==> src/design/bsrt_pkg.sv <==
// Shared types and constants for the binary sequential ratio test.
// No dependencies; bsrt_if, bsrt_ln, the top level and the checker use this package.
package bsrt_pkg;

    localparam int unsigned PERMILLE_W = 10;
    localparam int unsigned COUNT_W    = 16;
    localparam int unsigned SUM_W      = 21;
    localparam int unsigned LEVEL_W    = 14;
    localparam int unsigned LN_W       = 20;
    localparam int unsigned ADDR_W     = 5;
    localparam int unsigned DATA_W     = 32;

    localparam logic [16:0] ONE_Q16   = 17'd65536;
    localparam logic [15:0] LN2_Q16   = 16'd45426;
    localparam logic [16:0] RECIP3    = 17'd43691;  // 2^17 / 3, rounded up
    localparam logic [16:0] RECIP5    = 17'd52429;  // 2^18 / 5, rounded up
    localparam logic [9:0]  PERMILLE_FULL = 10'd1000;
    localparam logic [9:0]  P_HIGH    = 10'd999;
    localparam logic [9:0]  ERR_HIGH  = 10'd499;
    localparam int          MILLI     = 1000;

    typedef enum logic [2:0] {
        REG_P_NULL  = 3'd0,
        REG_P_ALT   = 3'd1,
        REG_ALPHA   = 3'd2,
        REG_BETA    = 3'd3,
        REG_MIN     = 3'd4,
        REG_MAX     = 3'd5
    } reg_index_t;

    typedef enum logic [1:0] {
        DEC_CONTINUE = 2'd0,
        DEC_ACCEPT   = 2'd1,
        DEC_REJECT   = 2'd2
    } decision_t;

    localparam logic ACT_OBSERVE = 1'b0;
    localparam logic ACT_CLEAR   = 1'b1;

    // Handshake between the level sequencer and the logarithm unit
    typedef struct packed {
        logic       start;
        logic [9:0] operand;
    } ln_req_t;

    typedef struct packed {
        logic            done;
        logic            busy;
        logic [LN_W-1:0] value;
    } ln_rsp_t;

endpackage

==> src/design/bsrt_div.sv <==
// Restoring divider, one quotient bit per cycle, for the logarithm series term.
// Depends on nothing but its ports; quotient must fit in 16 bits.
module bsrt_div (
    input  logic        clk,
    input  logic        rst_n,
    input  logic        start,
    input  logic [31:0] num,
    input  logic [17:0] den,
    output logic        done,
    output logic [15:0] quot
);
    logic [17:0] rem_reg, rem_next;
    logic [15:0] low_reg, low_next;
    logic [15:0] q_reg, q_next;
    logic [17:0] den_reg, den_next;
    logic [4:0]  cnt_reg, cnt_next;
    logic        run_reg, run_next;
    logic        done_reg, done_next;
    logic [18:0] trial;

    assign trial = {rem_reg, low_reg[15]};

    // Shift in one numerator bit and subtract when it fits
    always_comb
    begin
        rem_next  = rem_reg;
        low_next  = low_reg;
        q_next    = q_reg;
        den_next  = den_reg;
        cnt_next  = cnt_reg;
        run_next  = run_reg;
        done_next = 1'b0;
        if (start)
        begin
            rem_next = {2'b00, num[31:16]};
            low_next = num[15:0];
            den_next = den;
            cnt_next = 5'd0;
            run_next = 1'b1;
        end
        else if (run_reg)
        begin
            low_next = {low_reg[14:0], 1'b0};
            if (trial >= {1'b0, den_reg})
            begin
                rem_next = 18'(trial - {1'b0, den_reg});
                q_next   = {q_reg[14:0], 1'b1};
            end
            else
            begin
                rem_next = trial[17:0];
                q_next   = {q_reg[14:0], 1'b0};
            end
            cnt_next = cnt_reg + 5'd1;
            if (cnt_reg == 5'd15)
            begin
                run_next  = 1'b0;
                done_next = 1'b1;
            end
        end
    end

    always_ff @(posedge clk or negedge rst_n)
    begin
        if (!rst_n)
        begin
            run_reg  <= 1'b0;
            done_reg <= 1'b0;
            cnt_reg  <= 5'd0;
        end
        else
        begin
            run_reg  <= run_next;
            done_reg <= done_next;
            cnt_reg  <= cnt_next;
        end
    end

    always_ff @(posedge clk)
    begin
        rem_reg <= rem_next;
        low_reg <= low_next;
        q_reg   <= q_next;
        den_reg <= den_next;
    end

    assign done = done_reg;
    assign quot = q_reg;
endmodule

==> src/design/bsrt_ln.sv <==
// Q16 natural logarithm of a 10-bit operand: normalize, divide, atanh series
// on one shared multiplier. Depends on bsrt_pkg and bsrt_div.
module bsrt_ln (
    input  logic              clk,
    input  logic              rst_n,
    input  bsrt_pkg::ln_req_t req,
    output bsrt_pkg::ln_rsp_t rsp
);
    import bsrt_pkg::*;

    typedef enum logic [7:0] {
        S_IDLE = 8'b0000_0001,
        S_DIV  = 8'b0000_0010,
        S_T2   = 8'b0000_0100,
        S_T3   = 8'b0000_1000,
        S_T5   = 8'b0001_0000,
        S_D3   = 8'b0010_0000,
        S_D5   = 8'b0100_0000,
        S_FIN  = 8'b1000_0000
    } ln_state_t;

    ln_state_t   state_reg, state_next;
    logic [3:0]  k_reg, k_next;
    logic [15:0] t_reg, t_next;
    logic [15:0] t2_reg, t2_next;
    logic [15:0] t3_reg, t3_next;
    logic [15:0] t5_reg, t5_next;
    logic [15:0] q3_reg, q3_next;
    logic [15:0] q5_reg, q5_next;
    logic [LN_W-1:0] val_reg, val_next;
    logic        done_reg, done_next;

    logic [3:0]  k_comb;
    logic [25:0] shifted;
    logic [16:0] mant;
    logic        div_start, div_done;
    logic [31:0] div_num;
    logic [17:0] div_den;
    logic [15:0] div_q;
    logic [16:0] mul_a, mul_b;
    logic [33:0] prod;
    logic [17:0] s_sum;

    // Position of the leading one
    always_comb
    begin
        k_comb = 4'd0;
        for (int i = 0; i < 10; i++)
        begin
            if (req.operand[i])
            begin
                k_comb = 4'(i);
            end
        end
    end

    assign shifted   = {req.operand, 16'd0} >> k_comb;
    assign mant      = shifted[16:0];
    assign div_start = req.start && (state_reg == S_IDLE);
    assign div_num   = {16'(mant - ONE_Q16), 16'd0};
    assign div_den   = {1'b0, mant} + {1'b0, ONE_Q16};

    bsrt_div u_div (
        .clk   (clk),
        .rst_n (rst_n),
        .start (div_start),
        .num   (div_num),
        .den   (div_den),
        .done  (div_done),
        .quot  (div_q)
    );

    // Select operands of the shared multiplier
    always_comb
    begin
        mul_a = {1'b0, t_reg};
        mul_b = {1'b0, t_reg};
        case (state_reg)
            S_T3:    mul_b = {1'b0, t2_reg};
            S_T5:    begin mul_a = {1'b0, t3_reg}; mul_b = {1'b0, t2_reg}; end
            S_D3:    begin mul_a = {1'b0, t3_reg}; mul_b = RECIP3; end
            S_D5:    begin mul_a = {1'b0, t5_reg}; mul_b = RECIP5; end
            default: ;
        endcase
    end

    assign prod  = mul_a * mul_b;
    assign s_sum = {2'b00, t_reg} + {2'b00, q3_reg} + {2'b00, q5_reg};

    // Step through the series
    always_comb
    begin
        state_next = state_reg;
        k_next     = k_reg;
        t_next     = t_reg;
        t2_next    = t2_reg;
        t3_next    = t3_reg;
        t5_next    = t5_reg;
        q3_next    = q3_reg;
        q5_next    = q5_reg;
        val_next   = val_reg;
        done_next  = 1'b0;
        unique case (state_reg)
            S_IDLE:
            begin
                if (req.start)
                begin
                    k_next     = k_comb;
                    state_next = S_DIV;
                end
            end
            S_DIV:
            begin
                if (div_done)
                begin
                    t_next     = div_q;
                    state_next = S_T2;
                end
            end
            S_T2:
            begin
                t2_next    = prod[31:16];
                state_next = S_T3;
            end
            S_T3:
            begin
                t3_next    = prod[31:16];
                state_next = S_T5;
            end
            S_T5:
            begin
                t5_next    = prod[31:16];
                state_next = S_D3;
            end
            S_D3:
            begin
                q3_next    = prod[32:17];
                state_next = S_D5;
            end
            S_D5:
            begin
                q5_next    = prod[33:18];
                state_next = S_FIN;
            end
            S_FIN:
            begin
                val_next   = LN_W'(k_reg) * LN_W'(LN2_Q16) + LN_W'({s_sum, 1'b0});
                done_next  = 1'b1;
                state_next = S_IDLE;
            end
            default: state_next = S_IDLE;
        endcase
    end

    always_ff @(posedge clk or negedge rst_n)
    begin
        if (!rst_n)
        begin
            state_reg <= S_IDLE;
            done_reg  <= 1'b0;
        end
        else
        begin
            state_reg <= state_next;
            done_reg  <= done_next;
        end
    end

    always_ff @(posedge clk)
    begin
        k_reg   <= k_next;
        t_reg   <= t_next;
        t2_reg  <= t2_next;
        t3_reg  <= t3_next;
        t5_reg  <= t5_next;
        q3_reg  <= q3_next;
        q5_reg  <= q5_next;
        val_reg <= val_next;
    end

    assign rsp.done  = done_reg;
    assign rsp.busy  = (state_reg != S_IDLE);
    assign rsp.value = val_reg;
endmodule

==> config.mk <==
export PLATFORM = sky130hd
export DESIGN_NAME = bsrt_ln
export DESIGN_NICKNAME = d
export VERILOG_FILES = /design/src/design/bsrt_pkg.sv /design/src/design/bsrt_div.sv /design/src/design/bsrt_ln.sv
export SDC_FILE = /design/constraint.sdc
export NUM_CORES = 1
export LEC_CHECK = 0
export ABC_AREA = 1
export BUFFER_PORTS_ARGS = -buffer_cell sky130_fd_sc_hd__buf_4
export CAP_MARGIN = 20
export CORE_MARGIN = 2
export CORE_UTILIZATION = 55
export CTS_BUF_LIST = sky130_fd_sc_hd__clkbuf_4 sky130_fd_sc_hd__clkbuf_8
export CTS_CLUSTER_SIZE = 24
export DETAILED_ROUTE_END_ITERATION = 8
export PLACE_DENSITY = 0.72
export REMOVE_ABC_BUFFERS = 1
export SETUP_SLACK_MARGIN = 0.4
export SKIP_LAST_GASP = 1
export SLEW_MARGIN = 20
export SYNTH_ARGS = -nofsm -noshare
export SYNTH_HDL_FRONTEND = slang
export SYNTH_SLANG_ARGS = --single-unit
==> constraint.sdc <==
create_clock -name clk -period 20.6 [get_ports clk]
set_input_delay 4.12 -clock clk [delete_from_list [all_inputs] [get_ports clk]]
set_output_delay 4.12 -clock clk [all_outputs]
set_load 0.02 [all_outputs]
==> out/results.ini <==
[floorplan]
rows=68
dieArea_sq_um=36200
initial_core_util_pct=55.5
dieWidth_um=190
die_y_um=190
coreArea_sq_um=34400
ios=35

[logic_synthesis]
synth_area_sq_um=19100
synth_edf_count=167
synthTopCellsByArea=edfxtp_1 (26%), fa_1 (23%), ha_1 (12%)
yosysTopAreaCell=edfxtp_1
ys_seq_area_share_pct=28.6
synth_flop_cell=edfxtp_1
async_flop_share_pct=8.65
synth_area_per_cell_sq_um=9.01
synth_cells=2116
synth_seq_cells=185
synth_warnings=0
synth_top_area_share_pct=26.3
yosysUniqueCellTypes=60

[timing]
drv_slew=0
clock_skew_ps=10.5
timing.final.crit_share_pct=41.6
fin_tns_setup_ps=0
finalHoldViolCount=0
fmax_mhz=117
grt_setup_unrepaired=false
timing.slew.headroom_pct=30.5
min_period_ps=8570
tightestPinTransition_ps=1040
finalSetupViolations=0

[clock_network]
cts_tree=yes
ctsHoldBuffers=0
postCtsSetupBuffers=0
numCtsBuffers=17
clk_pin_slew_ps=90
ctsResizeCount=0
htreeDepth=4
clock_path_buffers=2
clk_latency_ps=480
cts-root-buf=clkbuf_8
clkSinkCount=185

[layout]
n_fill_cell=2975
multi_input_area_sq_um=12000
largest_reg_flops=19
final-seq-area_sq_um=5460
final_cell_mix=nand2_1 (415), inv_1 (379), fa_1 (217), nor2_1 (213), ha_1 (180)
syn_to_final_growth_pct=5.91
nets=2562
post-route-cell-area_sq_um=20200
final_common_cell=nand2_1
drive_above_1_share_pct=5.97
antennaDiodeCount=0

[global_route]
grt_most_used_layer=met2
grt_pass1_wl_um=74800
use_met3_pct=5.70
grt_util_met1_pct=38.7
first_global_vias=14200
overflow=0
globalRouteMet2Util_pct=41.9
grt_max_degree=35
grt.total_usage_pct=27.0
antenna_found_initial=0

[setup_path]
crit_arrival_ps=8790
endpoint_kind=flip-flop
max_stage_delay_ps=760
cp_max_fo=17
r2r_cells=27
r2r_end=t2_reg[12]
r2r_start=state_reg[5]
required_ps=20830
cp_top_family=adder cells
crit_top_cell=fa_1
worstSetupStartpointType=flip-flop
critPathSlowestCell=nor2_2
rrSetupSlack_ps=12030
worst-setup-path-type=flip-flop to flip-flop
crit_buf_inv=5

[place]
place.gp.congestion=1.02
hpwlAfterDp_um=38500
port_buffers=33
placed_area_sq_um=19900

[run_status]
status=finished clean

[detailed_routing]
wirelength_um=47000
firstDrtPassIters=5
via_count=14600
postRouteAntennaNets=0
drc=0
drtIter0Drc=1337
via_per_inst=5.57
avgRoutedWirePerCell_um=18.0

[hold_path]
min_to=t_reg[15]
hp-class=flip-flop to flip-flop
whs_path_depth=0
hold_start=u_div.quot[15]

[power]
p_total_mw=1.52
power.density_nw_per_um2=75.5
ir_drop_mv=0.0780
power.leakage_nw=9.42

[run]
cap_violations=0

-- cell families after synthesis --
family	Yosys count	synth area share (%)
AND/OR/NAND/NOR	762	16.8
buffers and inverters	426	8.53
adder cells (fa/ha/maj)	397	34.6
AO/OA/AOI/OAI	276	8.34
flip-flops	185	28.6
XOR/XNOR	69	3.17
other	1	0.0197
-- report_power, final --
part,switching (mW),internal [mW]
sequential,0.0317,0.525
clock,0.132,0.0952
combinational,0.463,0.278
-- cell usage after synthesis, types with 14 or more instances --
cell / n
a21oi_1: 113
buf_2: 14
clkbuf_1: 15
dfrtp_1: 15
edfxtp_1: 167
fa_1: 217
ha_1: 180
inv_1: 379
nand2_1: 415
nand3_1: 55
nor2_1: 213
nor3_1: 15
o21ai_0: 87
xnor2_1: 24
xor2_1: 45
-- stage by stage --
stage / setup WS (ps) / utilization (%) / hold WS, ps / std cells
6_report: 12030 / 58.8 / 430 / 2617
5_1_grt: 11480 / 58.8 / 462 / 2617
4_1_cts: 12120 / 58.8 / 431 / 2617
3_5_place_dp: 12160 / 57.8 / 410 / 2588
3_3_place_gp: 12190 / 57.8 / 405 / 2588
2_1_floorplan: 13530 / - / 400 / 2089
-- area by class of cell --
type	count	area share, %
multi-input cells	1511	59.5
inverters	393	7.31
well taps	455	2.82
flip-flops and latches	185	27.0
clock buffers	18	1.20
clock inverters	11	0.495
repair buffers	44	1.64
-- per-layer routing --
metal  wire length (um)  vias up  share of wire [%]
met3               3910       75                8.3
met1              20700     7123                 44
met4               1010        0                2.1
met5                  0        -                  0
li1                   -     6818                  -
met2              21400      569                 45
-- how the worst max path moves through the flow --
stage	from	to	slack [ps]	cells past startpoint
2_1_floorplan	state_reg[5]	q3_reg[11]	13530	28
3_3_place_gp	state_reg[5]	q3_reg[11]	12190	27
6_report	state_reg[5]	t2_reg[12]	12030	27
5_1_grt	state_reg[5]	t2_reg[7]	11480	24
3_5_place_dp	state_reg[6]	q3_reg[11]	12160	27
4_1_cts	state_reg[6]	q3_reg[11]	12120	27
No activity file was read; power rests on OpenSTA's default activity.
